[src/rtl/ctt_pkg.sv]
// Shared types, character codes and helpers of the config text tokenizer.
package ctt_pkg;

    // Default sizing of the source text and of the indent counter.
    localparam longint unsigned MAX_SOURCE_BYTES = 64'd65536;
    localparam int unsigned     MAX_INDENT       = 255;

    // Field widths.
    localparam int unsigned POS_W  = 16;
    localparam int unsigned LINE_W = 16;
    localparam int unsigned IND_W  = 8;
    localparam int unsigned KIND_W = 4;

    // Largest number of results one item can cause.
    localparam int unsigned MAX_RESULTS = 3;
    localparam int unsigned CNT_W       = 2;

    // Line and column counters saturate here.
    localparam logic [LINE_W-1:0] LINE_LIMIT = 16'hFFFF;

    // Character codes.
    localparam logic [7:0] CH_LBRACE = 8'h7B;
    localparam logic [7:0] CH_RBRACE = 8'h7D;
    localparam logic [7:0] CH_LBRACK = 8'h5B;
    localparam logic [7:0] CH_RBRACK = 8'h5D;
    localparam logic [7:0] CH_DQUOTE = 8'h22;
    localparam logic [7:0] CH_SQUOTE = 8'h27;
    localparam logic [7:0] CH_BTICK  = 8'h60;
    localparam logic [7:0] CH_BSLASH = 8'h5C;
    localparam logic [7:0] CH_SEMI   = 8'h3B;
    localparam logic [7:0] CH_LF     = 8'h0A;
    localparam logic [7:0] CH_CR     = 8'h0D;
    localparam logic [7:0] CH_TAB    = 8'h09;
    localparam logic [7:0] CH_SPACE  = 8'h20;

    // Scanner modes, one-hot.
    typedef enum logic [5:0] {
        MODE_NORMAL  = 6'b000001,
        MODE_COMMENT = 6'b000010,
        MODE_INDENT  = 6'b000100,
        MODE_KEY     = 6'b001000,
        MODE_QUOTE   = 6'b010000,
        MODE_ESCAPE  = 6'b100000
    } t_mode;

    // Which quote character opened the current quoted token.
    typedef enum logic [1:0] {
        QD_NONE     = 2'd0,
        QD_DOUBLE   = 2'd1,
        QD_SINGLE   = 2'd2,
        QD_BACKTICK = 2'd3
    } t_qdelim;

    // Token kinds on the result channel.
    typedef enum logic [KIND_W-1:0] {
        TK_END        = 4'd0,
        TK_KEY        = 4'd1,
        TK_QKEY       = 4'd2,
        TK_STRING     = 4'd3,
        TK_MAP_OPEN   = 4'd4,
        TK_MAP_CLOSE  = 4'd5,
        TK_LIST_OPEN  = 4'd6,
        TK_LIST_CLOSE = 4'd7,
        TK_UNCLOSED   = 4'd8
    } t_kind;

    // One input item.
    typedef struct packed {
        logic [7:0] char_byte;
        logic       last_byte;
    } t_in_item;

    // One result item.
    typedef struct packed {
        logic [KIND_W-1:0] token_kind;
        logic [POS_W-1:0]  start_offset;
        logic [POS_W-1:0]  end_offset;
        logic [IND_W-1:0]  line_indent;
        logic [LINE_W-1:0] error_line;
        logic [LINE_W-1:0] error_column;
        logic              final_result;
    } t_out_item;

    // The results caused by one input item, in order.
    typedef struct packed {
        logic [CNT_W-1:0]                  count;
        t_out_item [MAX_RESULTS-1:0]       items;
    } t_group;

    // Scanner state.
    typedef struct packed {
        t_mode             mode;
        t_qdelim           qdelim;
        logic [POS_W-1:0]  token_begin;
        logic [POS_W-1:0]  byte_position;
        logic [IND_W-1:0]  indent_count;
        logic [LINE_W-1:0] line_number;
        logic [LINE_W-1:0] column_number;
        logic [LINE_W-1:0] quote_line;
        logic [LINE_W-1:0] quote_column;
    } t_scan_state;

    // State at reset and after the final result of a text.
    function automatic t_scan_state scan_reset();
        t_scan_state s;
        s.mode          = MODE_NORMAL;
        s.qdelim        = QD_NONE;
        s.token_begin   = '0;
        s.byte_position = '0;
        s.indent_count  = '0;
        s.line_number   = 16'd1;
        s.column_number = 16'd1;
        s.quote_line    = 16'd1;
        s.quote_column  = 16'd1;
        return s;
    endfunction

    // Saturating increments.
    function automatic logic [15:0] sat_inc16(input logic [15:0] v, input logic [15:0] lim);
        return (v >= lim) ? lim : v + 16'd1;
    endfunction

    function automatic logic [7:0] sat_inc8(input logic [7:0] v, input logic [7:0] lim);
        return (v >= lim) ? lim : v + 8'd1;
    endfunction

    // Bytes that end a bare key.
    function automatic logic is_key_delim(input logic [7:0] b);
        return (b == CH_SEMI)   || (b == CH_LBRACE) || (b == CH_LBRACK) ||
               (b == CH_RBRACK) || (b == CH_RBRACE) || (b == CH_DQUOTE) ||
               (b == CH_SQUOTE) || (b == CH_LF)     || (b == CH_CR)     ||
               (b == CH_TAB)    || (b == CH_SPACE);
    endfunction

endpackage

[src/rtl/ctt_in_if.sv]
// Input channel of the tokenizer: one source byte per item.
interface ctt_in_if;
    logic              valid;
    logic              ready;
    ctt_pkg::t_in_item data;

    modport source (output valid, output data, input ready);
    modport sink   (input valid, input data, output ready);
endinterface

[src/rtl/ctt_out_if.sv]
// Result channel of the tokenizer: one token or final result per item.
interface ctt_out_if;
    logic               valid;
    logic               ready;
    ctt_pkg::t_out_item data;

    modport source (output valid, output data, input ready);
    modport sink   (input valid, input data, output ready);
endinterface

[src/rtl/ctt_scan.sv]
// Scanner state and the per-byte logic that forms the results of one item.
module ctt_scan #(
    parameter longint unsigned MAX_SOURCE_BYTES = ctt_pkg::MAX_SOURCE_BYTES,
    parameter int unsigned     MAX_INDENT       = ctt_pkg::MAX_INDENT
) (
    input  logic              i_clk,
    input  logic              i_rst_n,
    input  logic              i_en,
    input  ctt_pkg::t_in_item i_item,
    output ctt_pkg::t_group   o_group
);

    // Saturation limits of the offsets and of the indent.
    localparam logic [ctt_pkg::POS_W-1:0] POS_LIMIT =
        (MAX_SOURCE_BYTES - 64'd1 > 64'd65535) ? 16'hFFFF : 16'(MAX_SOURCE_BYTES - 64'd1);
    localparam logic [ctt_pkg::IND_W-1:0] IND_LIMIT =
        (MAX_INDENT > 255) ? 8'hFF : 8'(MAX_INDENT);

    ctt_pkg::t_scan_state r_state;
    ctt_pkg::t_scan_state n_state;

    logic [7:0]                  b;
    logic [7:0]                  qchar;
    logic [ctt_pkg::POS_W-1:0]   p1;
    logic                        is_ws;
    logic                        run_norm;
    logic                        key_emit;
    logic                        quote_emit;
    logic                        brace_emit;
    ctt_pkg::t_kind              brace_kind;
    logic                        open_quote;
    logic [3:0]                  cand_v;
    ctt_pkg::t_out_item [3:0]    cand;
    logic [ctt_pkg::CNT_W-1:0]   cnt;

    // Next state and the candidate results of the current byte.
    always_comb begin
        b          = i_item.char_byte;
        n_state    = r_state;
        is_ws      = (b == ctt_pkg::CH_SPACE) || (b == ctt_pkg::CH_TAB);
        p1         = ctt_pkg::sat_inc16(r_state.byte_position, POS_LIMIT);
        run_norm   = 1'b0;
        key_emit   = 1'b0;
        quote_emit = 1'b0;
        brace_emit = 1'b0;
        brace_kind = ctt_pkg::TK_MAP_OPEN;

        case (r_state.qdelim)
            ctt_pkg::QD_DOUBLE: qchar = ctt_pkg::CH_DQUOTE;
            ctt_pkg::QD_SINGLE: qchar = ctt_pkg::CH_SQUOTE;
            default:            qchar = ctt_pkg::CH_BTICK;
        endcase

        // Mode-specific handling; some paths fall through to normal handling.
        case (r_state.mode)
            ctt_pkg::MODE_COMMENT: begin
                run_norm = (b == ctt_pkg::CH_LF);
            end
            ctt_pkg::MODE_INDENT: begin
                if (is_ws) begin
                    n_state.indent_count = ctt_pkg::sat_inc8(r_state.indent_count, IND_LIMIT);
                end else begin
                    run_norm = 1'b1;
                end
            end
            ctt_pkg::MODE_KEY: begin
                if (ctt_pkg::is_key_delim(b)) begin
                    key_emit = 1'b1;
                    run_norm = 1'b1;
                end
            end
            ctt_pkg::MODE_QUOTE: begin
                if (b == ctt_pkg::CH_BSLASH) begin
                    n_state.mode = ctt_pkg::MODE_ESCAPE;
                end else if (b == qchar) begin
                    quote_emit   = 1'b1;
                    n_state.mode = ctt_pkg::MODE_NORMAL;
                end
            end
            ctt_pkg::MODE_ESCAPE: begin
                n_state.mode = ctt_pkg::MODE_QUOTE;
            end
            default: begin
                run_norm = 1'b1;
            end
        endcase

        // Normal handling of the byte.
        if (run_norm) begin
            n_state.mode = ctt_pkg::MODE_NORMAL;
            case (b)
                ctt_pkg::CH_LBRACE: begin
                    brace_emit = 1'b1;
                    brace_kind = ctt_pkg::TK_MAP_OPEN;
                end
                ctt_pkg::CH_RBRACE: begin
                    brace_emit = 1'b1;
                    brace_kind = ctt_pkg::TK_MAP_CLOSE;
                end
                ctt_pkg::CH_LBRACK: begin
                    brace_emit = 1'b1;
                    brace_kind = ctt_pkg::TK_LIST_OPEN;
                end
                ctt_pkg::CH_RBRACK: begin
                    brace_emit = 1'b1;
                    brace_kind = ctt_pkg::TK_LIST_CLOSE;
                end
                ctt_pkg::CH_DQUOTE, ctt_pkg::CH_SQUOTE, ctt_pkg::CH_BTICK: begin
                    n_state.qdelim       = (b == ctt_pkg::CH_DQUOTE) ? ctt_pkg::QD_DOUBLE :
                                           (b == ctt_pkg::CH_SQUOTE) ? ctt_pkg::QD_SINGLE :
                                                                       ctt_pkg::QD_BACKTICK;
                    n_state.token_begin  = p1;
                    n_state.quote_line   = r_state.line_number;
                    n_state.quote_column = r_state.column_number;
                    n_state.mode         = ctt_pkg::MODE_QUOTE;
                end
                ctt_pkg::CH_SPACE, ctt_pkg::CH_TAB, ctt_pkg::CH_CR: begin
                end
                ctt_pkg::CH_LF: begin
                    n_state.indent_count = '0;
                    n_state.mode         = ctt_pkg::MODE_INDENT;
                end
                ctt_pkg::CH_SEMI: begin
                    n_state.mode = ctt_pkg::MODE_COMMENT;
                end
                default: begin
                    n_state.token_begin = r_state.byte_position;
                    n_state.mode        = ctt_pkg::MODE_KEY;
                end
            endcase
        end

        // Line and column tracking.
        if (b == ctt_pkg::CH_LF) begin
            n_state.line_number   = ctt_pkg::sat_inc16(r_state.line_number, ctt_pkg::LINE_LIMIT);
            n_state.column_number = 16'd1;
        end else begin
            n_state.column_number = ctt_pkg::sat_inc16(r_state.column_number,
                                                       ctt_pkg::LINE_LIMIT);
        end

        open_quote = (n_state.mode == ctt_pkg::MODE_QUOTE) ||
                     (n_state.mode == ctt_pkg::MODE_ESCAPE);

        // Closed key or quoted token.
        cand_v[0]               = key_emit || quote_emit;
        cand[0]                 = '0;
        cand[0].token_kind      = key_emit ? ctt_pkg::TK_KEY :
                                  (r_state.qdelim == ctt_pkg::QD_BACKTICK) ? ctt_pkg::TK_QKEY :
                                                                             ctt_pkg::TK_STRING;
        cand[0].start_offset    = r_state.token_begin;
        cand[0].end_offset      = r_state.byte_position;
        cand[0].line_indent     = r_state.indent_count;

        // Brace or bracket.
        cand_v[1]               = brace_emit;
        cand[1]                 = '0;
        cand[1].token_kind      = brace_kind;
        cand[1].start_offset    = r_state.byte_position;
        cand[1].end_offset      = p1;
        cand[1].line_indent     = r_state.indent_count;

        // Bare key still open at the final byte.
        cand_v[2]               = i_item.last_byte && !open_quote &&
                                  (n_state.mode == ctt_pkg::MODE_KEY);
        cand[2]                 = '0;
        cand[2].token_kind      = ctt_pkg::TK_KEY;
        cand[2].start_offset    = n_state.token_begin;
        cand[2].end_offset      = p1;
        cand[2].line_indent     = n_state.indent_count;

        // End token, or the error result for an open quote.
        cand_v[3]               = i_item.last_byte;
        cand[3]                 = '0;
        cand[3].final_result    = 1'b1;
        if (open_quote) begin
            cand[3].token_kind   = ctt_pkg::TK_UNCLOSED;
            cand[3].error_line   = n_state.quote_line;
            cand[3].error_column = n_state.quote_column;
        end else begin
            cand[3].token_kind   = ctt_pkg::TK_END;
        end

        // A final result starts the next text from the reset state.
        if (i_item.last_byte) begin
            n_state = ctt_pkg::scan_reset();
        end else begin
            n_state.byte_position = p1;
        end

        // Pack the candidates in order into the result group.
        cnt           = '0;
        o_group.items = '0;
        for (int i = 0; i < 4; i++) begin
            if (cand_v[i] && (cnt < ctt_pkg::CNT_W'(ctt_pkg::MAX_RESULTS))) begin
                o_group.items[cnt] = cand[i];
                cnt                = cnt + ctt_pkg::CNT_W'(1);
            end
        end
        o_group.count = cnt;
    end

    // State register, updated once per processed item.
    always_ff @(posedge i_clk) begin
        if (!i_rst_n) begin
            r_state <= ctt_pkg::scan_reset();
        end else if (i_en) begin
            r_state <= n_state;
        end
    end

endmodule

[src/rtl/ctt_outbuf.sv]
// Result register: holds the results of one item and hands them out one per cycle while o_out is ready.
module ctt_outbuf (
    input  logic             i_clk,
    input  logic             i_rst_n,
    input  logic             i_load,
    input  ctt_pkg::t_group  i_group,
    output logic             o_free,
    ctt_out_if.source        o_out
);

    ctt_pkg::t_out_item [ctt_pkg::MAX_RESULTS-1:0] r_items;
    logic [ctt_pkg::CNT_W-1:0]                     r_left;
    logic                                          take;

    assign take        = o_out.valid && o_out.ready;
    assign o_out.valid = (r_left != '0);
    assign o_out.data  = r_items[0];

    // A new group may enter once the last held result leaves.
    assign o_free = (r_left == '0) || ((r_left == ctt_pkg::CNT_W'(1)) && o_out.ready);

    // Count of results still to deliver.
    always_ff @(posedge i_clk) begin
        if (!i_rst_n) begin
            r_left <= '0;
        end else if (i_load) begin
            r_left <= i_group.count;
        end else if (take) begin
            r_left <= r_left - ctt_pkg::CNT_W'(1);
        end
    end

    // Result slots; the head slot drives the channel.
    always_ff @(posedge i_clk) begin
        if (i_load) begin
            r_items <= i_group.items;
        end else if (take) begin
            for (int i = 0; i < ctt_pkg::MAX_RESULTS - 1; i++) begin
                r_items[i] <= r_items[i+1];
            end
        end
    end

endmodule

[src/rtl/config_text_tokenizer.sv]
// Top level of the config text tokenizer: input register, scanner and result register.
//
//  Port      Dir  Carries                         Accepted when
//  i_in      in   char_byte, last_byte            i_in.valid && i_in.ready
//  o_out     out  token kind, offsets, indent,    o_out.valid && o_out.ready
//                 error line/column, final flag
//
// Each byte passes the input register, then the scanner logic, and its results
// land in the result register. While o_out is ready, a byte that causes one
// result or none is taken every cycle; a byte that causes two or three results
// holds the input until the result register has handed them out.
// Reset is synchronous, active low, and returns the scanner to line 1, column 1.
// A stall on o_out backs up into the input register and then into i_in.ready.
module config_text_tokenizer #(
    parameter longint unsigned MAX_SOURCE_BYTES = ctt_pkg::MAX_SOURCE_BYTES,
    parameter int unsigned     MAX_INDENT       = ctt_pkg::MAX_INDENT
) (
    input  logic       i_clk,
    input  logic       i_rst_n,
    ctt_in_if.sink     i_in,
    ctt_out_if.source  o_out
);

    logic              r_in_valid;
    ctt_pkg::t_in_item r_in;
    logic              buf_free;
    logic              advance;
    ctt_pkg::t_group   group;

    assign advance    = r_in_valid && buf_free;
    assign i_in.ready = !r_in_valid || advance;

    // Input register.
    always_ff @(posedge i_clk) begin
        if (!i_rst_n) begin
            r_in_valid <= 1'b0;
        end else if (i_in.valid && i_in.ready) begin
            r_in_valid <= 1'b1;
        end else if (advance) begin
            r_in_valid <= 1'b0;
        end
    end

    always_ff @(posedge i_clk) begin
        if (i_in.valid && i_in.ready) begin
            r_in <= i_in.data;
        end
    end

    // Scanner state and per-byte logic.
    ctt_scan #(
        .MAX_SOURCE_BYTES (MAX_SOURCE_BYTES),
        .MAX_INDENT       (MAX_INDENT)
    ) u_scan (
        .i_clk   (i_clk),
        .i_rst_n (i_rst_n),
        .i_en    (advance),
        .i_item  (r_in),
        .o_group (group)
    );

    // Result register and serializer.
    ctt_outbuf u_outbuf (
        .i_clk   (i_clk),
        .i_rst_n (i_rst_n),
        .i_load  (advance),
        .i_group (group),
        .o_free  (buf_free),
        .o_out   (o_out)
    );

endmodule

[src/flat_wrapper.sv]
// flat-port wrapper written by rule: the top's interface ports become plain ports
module config_text_tokenizer_flat 
#(
    parameter longint unsigned MAX_SOURCE_BYTES = ctt_pkg::MAX_SOURCE_BYTES,
    parameter int unsigned     MAX_INDENT       = ctt_pkg::MAX_INDENT
)
  (i_clk, i_rst_n, i_in_valid, i_in_data, i_in_ready, o_out_valid, o_out_data, o_out_ready);
  ctt_in_if i_in_i ();
  ctt_out_if o_out_i ();
  input  logic i_clk;
  input  logic i_rst_n;
  input wire logic [$bits(i_in_i.valid)-1:0] i_in_valid;
  input wire logic [$bits(i_in_i.data)-1:0] i_in_data;
  output wire logic [$bits(i_in_i.ready)-1:0] i_in_ready;
  output wire logic [$bits(o_out_i.valid)-1:0] o_out_valid;
  output wire logic [$bits(o_out_i.data)-1:0] o_out_data;
  input wire logic [$bits(o_out_i.ready)-1:0] o_out_ready;
  assign i_in_i.valid = i_in_valid;
  assign i_in_i.data = i_in_data;
  assign i_in_ready = i_in_i.ready;
  assign o_out_valid = o_out_i.valid;
  assign o_out_data = o_out_i.data;
  assign o_out_i.ready = o_out_ready;
  config_text_tokenizer #(.MAX_SOURCE_BYTES(MAX_SOURCE_BYTES), .MAX_INDENT(MAX_INDENT)) u_core (.i_clk(i_clk), .i_rst_n(i_rst_n), .i_in(i_in_i), .o_out(o_out_i));
endmodule
[config.mk]
export PLATFORM = sky130hd
export DESIGN_NAME = config_text_tokenizer_flat
export DESIGN_NICKNAME = d
export VERILOG_FILES = /design/src/rtl/ctt_pkg.sv /design/src/rtl/ctt_in_if.sv /design/src/rtl/ctt_out_if.sv /design/src/rtl/ctt_scan.sv /design/src/rtl/ctt_outbuf.sv /design/src/rtl/config_text_tokenizer.sv /design/src/flat_wrapper.sv
export SDC_FILE = /design/constraint.sdc
export NUM_CORES = 1
export LEC_CHECK = 0
export ABC_AREA = 0
export ABC_CLOCK_PERIOD_IN_PS = 4700
export BUFFER_PORTS_ARGS = -buffer_cell sky130_fd_sc_hd__buf_2
export CAP_MARGIN = 10
export CORE_AREA = 2 2 181 183
export DETAILED_ROUTE_END_ITERATION = 16
export DIE_AREA = 0 0 183 185
export GPL_TIMING_DRIVEN = 0
export PLACE_DENSITY = 0.86
export SYNTH_ARGS = -nofsm -noshare
export SYNTH_HDL_FRONTEND = slang
export SYNTH_SLANG_ARGS = --single-unit
[constraint.sdc]
create_clock -name i_clk -period 4.7 [get_ports i_clk]
set_clock_uncertainty 0.15 [all_clocks]
set_input_delay 0.235 -clock i_clk [delete_from_list [all_inputs] [get_ports i_clk]]
set_output_delay 0.235 -clock i_clk [all_outputs]
set_load 0.05 [all_outputs]
; Word level (Yosys, flattened, before mapping)
; Index checks and enable logic that the tools add are counted.
[classes]
n_addsub = 8
n_lt_le_gt_ge = 13
n_eq_ne = 26
n_mux = 63
reduce_logical = 43
[op_table]
columns = op, count
row1 = bitwise mux 231 bit, 3
row2 = two-way mux 231 bit, 3
row3 = demux 77 bit (select 2 bit), 3
row4 = two-way mux 154 bit, 2
row5 = two-way mux 77 bit, 3
row6 = two-way mux 16 bit, 6
row7 = two-way mux 32 bit, 3
row8 = two-way mux 75 bit, 1
row9 = two-way mux 72 bit, 1
row10 = adder 16 x 1 -> 16 bit (second input constant), 3
row11 = equality test 8 x 7 -> 1 bit (second input constant), 6
row12 = >= comparator 16 bit (second input constant), 3
row13 = two-way mux 24 bit, 2
row14 = two-way mux 8 bit, 5
row15 = equality test 8 x 6 -> 1 bit (second input constant), 4
row16 = case mux 16 bit (2 select lines), 1
row17 = equality test 8 x 4 -> 1 bit (second input constant), 3
row18 = case mux 5 bit (4 select lines), 1
row19 = two-way mux 2 bit, 9
row20 = logical OR 1 bit, 15
row21 = case mux 7 bit (2 select lines), 1
row22 = two-way mux 1 bit, 13
row23 = equality test 6 x 4 -> 1 bit (second input constant), 2
row24 = equality test 6 x 5 -> 1 bit (second input constant), 2
row25 = other kinds (29), 58
[word_totals]
register_bits = 355
in_bits = 13
out_inout_bits = 79
wordCells = 187

; Logic depth before layout (Yosys ltp)
[depth]
depth_word = 28
depth_mapped = 23
mapped_depth_nobuf = 20

; Cells and area by module
; From an unflattened synthesis, not the netlist that was laid out.
[hier_totals]
cells_unflattened = 1760
area_unflattened_um2 = 18640.4
[modules_own_cells]
columns = mod, n_inst, cells_each, area_each_um2, seq_area_each_um2
row1 = ctt_outbuf, 1, 498, 9565.4, 6976.7
row2 = ctt_scan, 1, 1247, 8739.6, 2242.2
row3 = config_text_tokenizer, 1, 15, 335.3, 290.3

; Worst setup path after synthesis
; Ideal clock, no wire load.
[synth_timing]
path_type = reg2reg
startpoint = reg u_core.r_in[5] in the netlist's numbering
endpoint = reg u_core.u_outbuf.r_items (netlist bit u_core.u_outbuf.o_out.data[39]) (data pin)
setup_ns = 0.392
t_arrival_ns = 4.559
required_time_ns = 4.158
path_slack_ns = -0.400
path_stages_with_launch = 22
n_path_buf = 5
synth_period_minus_slack_ns = 5.100
cell_sequence = edfxtp_1 -> buf_6 -> or3_1 -> a2111o_1 -> and4_4 -> buf_6 -> nand2b_1 -> a31oi_1 -> ha_1 -> buf_1 -> nor2b_1 -> o211ai_1 -> o21a_1 -> ha_1 -> inv_1 -> nand2_1 -> or3_1 -> or3_1 -> a21oi_1 -> buf_4 -> buf_6 -> a211oi_1
[synth_via]
elab_chain_len = 28
[synth_rtl]
columns = item, line_no
row1 = "start, declared", config_text_tokenizer.sv:25  ; ctt_pkg::t_in_item r_in;
row2 = "start signal, assigned", config_text_tokenizer.sv:46  ; r_in <= i_in.data;
row3 = equality test 8 x 6 -> 1 bit / equality test 8 x 7 -> 1 bit (equally long branches), "ctt_pkg.sv:129, ctt_scan.sv:91"
row4 = logical OR 1 bit (3 in series), ctt_pkg.sv:129  ; return (b == CH_SEMI) || (b == CH_LBRACE) || (b == CH_LBRACK) ||
row5 = logical OR 1 bit (3 in series), ctt_pkg.sv:130  ; (b == CH_RBRACK) || (b == CH_RBRACE) || (b == CH_DQUOTE) ||
row6 = logical OR 1 bit (3 in series), ctt_pkg.sv:131  ; (b == CH_SQUOTE) || (b == CH_LF) || (b == CH_CR) ||
row7 = logical OR 1 bit, ctt_pkg.sv:132  ; (b == CH_TAB) || (b == CH_SPACE);
row8 = two-way mux 1 bit, ctt_scan.sv:67  ; if (ctt_pkg::is_key_delim(b)) begin
row9 = two-way mux 1 bit / case mux 1 bit (4 select lines) (equally long branches), ctt_scan.sv:55  ; case (r_state.mode)
row10 = logical OR 1 bit / two-way mux 24 bit (equally long branches), "ctt_scan.sv:146, ctt_scan.sv:89"
row11 = [6 not listed], n/a
row12 = two-way mux 2 bit, ctt_scan.sv:195  ; if (cand_v[i] && (cnt < ctt_pkg::CNT_W'(ctt_pkg::MAX_RESULTS))) begin
row13 = < comparator 2 x 3 -> 1 bit (not written as such) / >= comparator 2 x 1 -> 1 bit (equally long branches), ctt_scan.sv:196  ; o_group.items[cnt] = cand[i];
row14 = logical AND 1 bit (not written as such), ctt_scan.sv:196
row15 = two-way mux 77 bit (not written as such), ctt_scan.sv:196
row16 = demux 77 bit (select 2 bit), ctt_scan.sv:196
row17 = bitwise mux 231 bit, ctt_scan.sv:196
row18 = two-way mux 231 bit (*), ctt_scan.sv:195
row19 = two-way mux 154 bit (*), ctt_outbuf.sv:35  ; if (i_load) begin
row20 = "end signal, assigned", ctt_outbuf.sv:36  ; r_items <= i_group.items;
row21 = "end signal, assigned by index", ctt_outbuf.sv:39  ; r_items[i] <= r_items[i+1];
row22 = "end, declared", ctt_outbuf.sv:11  ; ctt_pkg::t_out_item [ctt_pkg::MAX_RESULTS-1:0] r_items;
; Every way passes the cells marked *; elsewhere a longest branch is shown, timed or not. The select of a mux whose other input is x is not followed.
; A chain may end at the register's enable or synchronous reset.

; Final worst setup path
[layout_timing]
startpoint = reg u_core.r_in[5] in the netlist's numbering
endpoint = reg u_core.u_outbuf.r_items (netlist bit u_core.u_outbuf.o_out.data[33]) (data pin)
; The elaborated chain is that of the path after synthesis.

==> impl_metrics.env <==
export IMPL_holdWs_ns=0.128
export IMPL_startpoint_type="flop"
export IMPL_cts_tree="done"
export IMPL_vias_per_cell=6.45
export IMPL_critPathCaptureType="flop"
export IMPL_rsz0062_at_grt="true"
export IMPL_synth_edf_count=238
export IMPL_drc=0
export IMPL_ys_ff_latch=353
export IMPL_r2r_end="u_core.u_outbuf.o_out.data[33]"
export IMPL_top_usage_layer="met2"
export IMPL_grt_pass1_wl_um=78000
export IMPL_synth_seq_area_share=0.533
export IMPL_drt_total_wl_um=50800
export IMPL_yosys_top_cells_area="edfxtp_1 (40%), dfxtp_1 (13%), a22o_1 (4.5%)"
export IMPL_p_leak_uw=0.00742
export IMPL_drt_initial_drc_count=1900
export IMPL_hp_class="in -> reg"
export IMPL_slowest_stage="a2111o_1"
export IMPL_ant_nets=0
export IMPL_cp_slowest_stage_delay_ns=0.46
export IMPL_io_buffers=91
export IMPL_fmax_mhz=213
export IMPL_hp_start="i_rst_n"
export IMPL_fin_crit_ns=4.70
export IMPL_clk_path_buf_depth=3
export IMPL_die_w_um=183
export IMPL_drv_slew=0
export IMPL_violations="negative setup slack"
export IMPL_run_status="finished with violations"
export IMPL_clkTransAtPathRegs_ns=0.06
export IMPL_synth_most_common_cell="edfxtp_1"
export IMPL_fin_nets=1938
export IMPL_io_pin_count=92
export IMPL_rows=66
export IMPL_power_density_nw_per_um2=410
export IMPL_clkSinkCount=353
export IMPL_synth_area_leader_cell="edfxtp_1"
export IMPL_clock_latency_ns=0.54
export IMPL_hold_violations=0
export IMPL_tightestPinTransition_ns=0.909
export IMPL_wl_per_cell_um=21.6
export IMPL_clock_root_buffer="clkbuf_16"
export IMPL_synth_flop_cell="edfxtp_1"
export IMPL_drive_gt1_frac=0.209
export IMPL_path_class="reg -> reg"
export IMPL_drv_cap=0
export IMPL_start_util=0.553
export IMPL_fin_cells=2347
export IMPL_synthArstFlopShare=0
export IMPL_r2r_setup_slack_ns=-0.003
export IMPL_grt_usage=0.295
export IMPL_grt_max_degree=116
export IMPL_cp_required_ns=4.80
export IMPL_antenna_cells=0
export IMPL_pre_cts_ws_ns=-1.29
export IMPL_drt_pass1_iter_count=6
export IMPL_ys_warn_count=0
export IMPL_clock_tree_htree_level_count=2
export IMPL_vias=15100
export IMPL_period_share=1.00
export IMPL_grt_use_met2=0.492
export IMPL_cp_endpoint="u_core.u_outbuf.o_out.data[33]"
export IMPL_relSlewSlack=0.388
export IMPL_irDropWorstVdd_mv=0.319
export IMPL_yosysTopAreaCellShare=0.403
export IMPL_worst_slack_ns=-0.00290
export IMPL_fp_dieH_um=185
export IMPL_finalPower_uw=8500
export IMPL_finalSetupViolations=1
export IMPL_ys_types=79
export IMPL_post_route_util=0.648
export IMPL_avgSynthCellArea_um2=10.2
export IMPL_grt_pass1_vias=14300
export IMPL_ys_top_cells_by_count="edfxtp_1 (238), nor2_1 (168), nand2_1 (145), o21ai_0 (130), dfxtp_1 (115)"
export IMPL_postSynthCellCount=1741
export IMPL_ff2ff_path_depth=19
export IMPL_numCtsBuffers=37
export IMPL_use_met3=0.0527
export IMPL_cp_startpoint="u_core.r_in[5]"
export IMPL_place_inst=2242
export IMPL_dpl_hpwl_um=33800
export IMPL_synthesis_nets=1769
export IMPL_core_um2=32000
export IMPL_critical_path_arrival_ns=4.80
export IMPL_overflow=0
export IMPL_grt_antenna_before_repair=0
export IMPL_synthToLayoutAreaGrowth_pct=17.1
export IMPL_worstPathCellList="buf_6 > or3_1 > a2111o_1 > and4_4 > nand2b_4 > a31oi_4 > ha_4 > nor2b_4 > o211ai_1 > o21a_1 > ha_4 > inv_2 > nand2_2 > or3_4 > or3_4 > a21oi_4 > buf_12 > buf_6 > nor3_1"
export IMPL_dieArea_um2=33900
export IMPL_worstPathMaxFanout=7
export IMPL_met1_usage=0.368
export IMPL_gp_congestion=0.961
export IMPL_r2r_start="u_core.r_in[5]"
export IMPL_syn_cell_area_um2=17700
## worst max-delay path, delay by kind of cell (launching register included)
family                   cells  cell delay (ns)
flip-flops                   1             0.37
AO/OA/AOI/OAI                5             1.23
adder cells (fa/ha/maj)      2             0.41
AND/OR/NAND/NOR              8             1.74
buffers and inverters        4             0.51
## metrics by stage
step	cell area [um^2]	setup TNS (ns)
floorplan	17800	0
global placement	18700	-213.10
detailed placement	18800	-119.06
CTS	20600	-2.90
global route	20700	-4.63
finish	20700	-0.00290
## report_power, final
| part | total [uW] | leakage, uW | internal (uW) | switching [uW] |
|---|---|---|---|---|
| clock | 2920 | 0.000575 | 1660 | 1260 |
| combinational | 1730 | 0.00365 | 543 | 1180 |
| sequential | 3860 | 0.00320 | 3760 | 101 |
## cell type report
class | instances | area [um^2]
clock buffers | 51 | 988
flip-flops and latches | 353 | 9450
well taps | 408 | 510
plain buffers | 211 | 1220
inverters | 25 | 93.8
repair buffers | 134 | 898
fillers | 2447 | 11300
clock inverters | 17 | 194
multi-input cells | 1148 | 7390
## worst min-delay path by stage
stage / endpoint / slack, ns / cells past startpoint
floorplan: u_core.r_in[0] / 0.18 / 0
CTS: u_core.u_scan.r_state[14] / 0.12 / 4
finish: u_core.u_scan.r_state[14] / 0.13 / 4
detailed placement: u_core.r_in[1] / 0.26 / 1
global route: u_core.u_scan.r_state[32] / 0.13 / 3
global placement: u_core.r_in[7] / 0.26 / 1
## state kept, by name, indices dropped and copies added (netlist names)
signal	count
u_core.r_in_valid	1
u_core.r_in	9
u_core.u_outbuf.r_left	2
u_core.u_outbuf.o_out.data	77
u_core.u_outbuf.r_items	152
u_core.u_scan.r_state	72
u_core.u_scan.cand	40
## placed cells by master, fill, tap and decap left out, types with 48 or more instances in the layout
cell / synthesis / final
edfxtp_1: 238 / 238
nor2_1: 168 / 165
nand2_1: 145 / 141
o21ai_0: 130 / 126
dfxtp_1: 115 / 115
buf_2: 19 / 109
buf_4: 81 / 106
clkbuf_1: 103 / 102
a21oi_1: 100 / 97
a22o_1: 91 / 91
a22oi_1: 58 / 58
nand3_1: 52 / 50
nor2b_1: 49 / 48
## layer usage
layer  up-vias  wire length (um)
met4         0              2750
met1      7177             19100
met5         -                 0
met2       988             23900
li1       6752                 -
met3       214              4990
## cells by family (layout without fill, tap and decap cells)
group | count (synthesis) | count (layout) | synth area share
AND/OR/NAND/NOR | 560 | 560 | 0.153
AO/OA/AOI/OAI | 518 | 518 | 0.199
flip-flops | 353 | 353 | 0.533
buffers and inverters | 240 | 438 | 0.0714
multiplexers | 44 | 44 | 0.0279
adder cells (fa/ha/maj) | 15 | 15 | 0.0106
XOR/XNOR | 11 | 11 | 0.00544
## repair_timing
| item | CTS | global route |
|---|---|---|
| resized for setup | 64 | 45 |
| setup endpoints to repair | 223 | 209 |
| endpoints found under the hold margin | 10 | 0 |
| hold buffers | 11 | 0 |
| buffers inserted | 21 | 8 |
| cloned | 2 | 0 |
| pin swaps | 12 | 17 |
(Power assumes the default switching activity.)
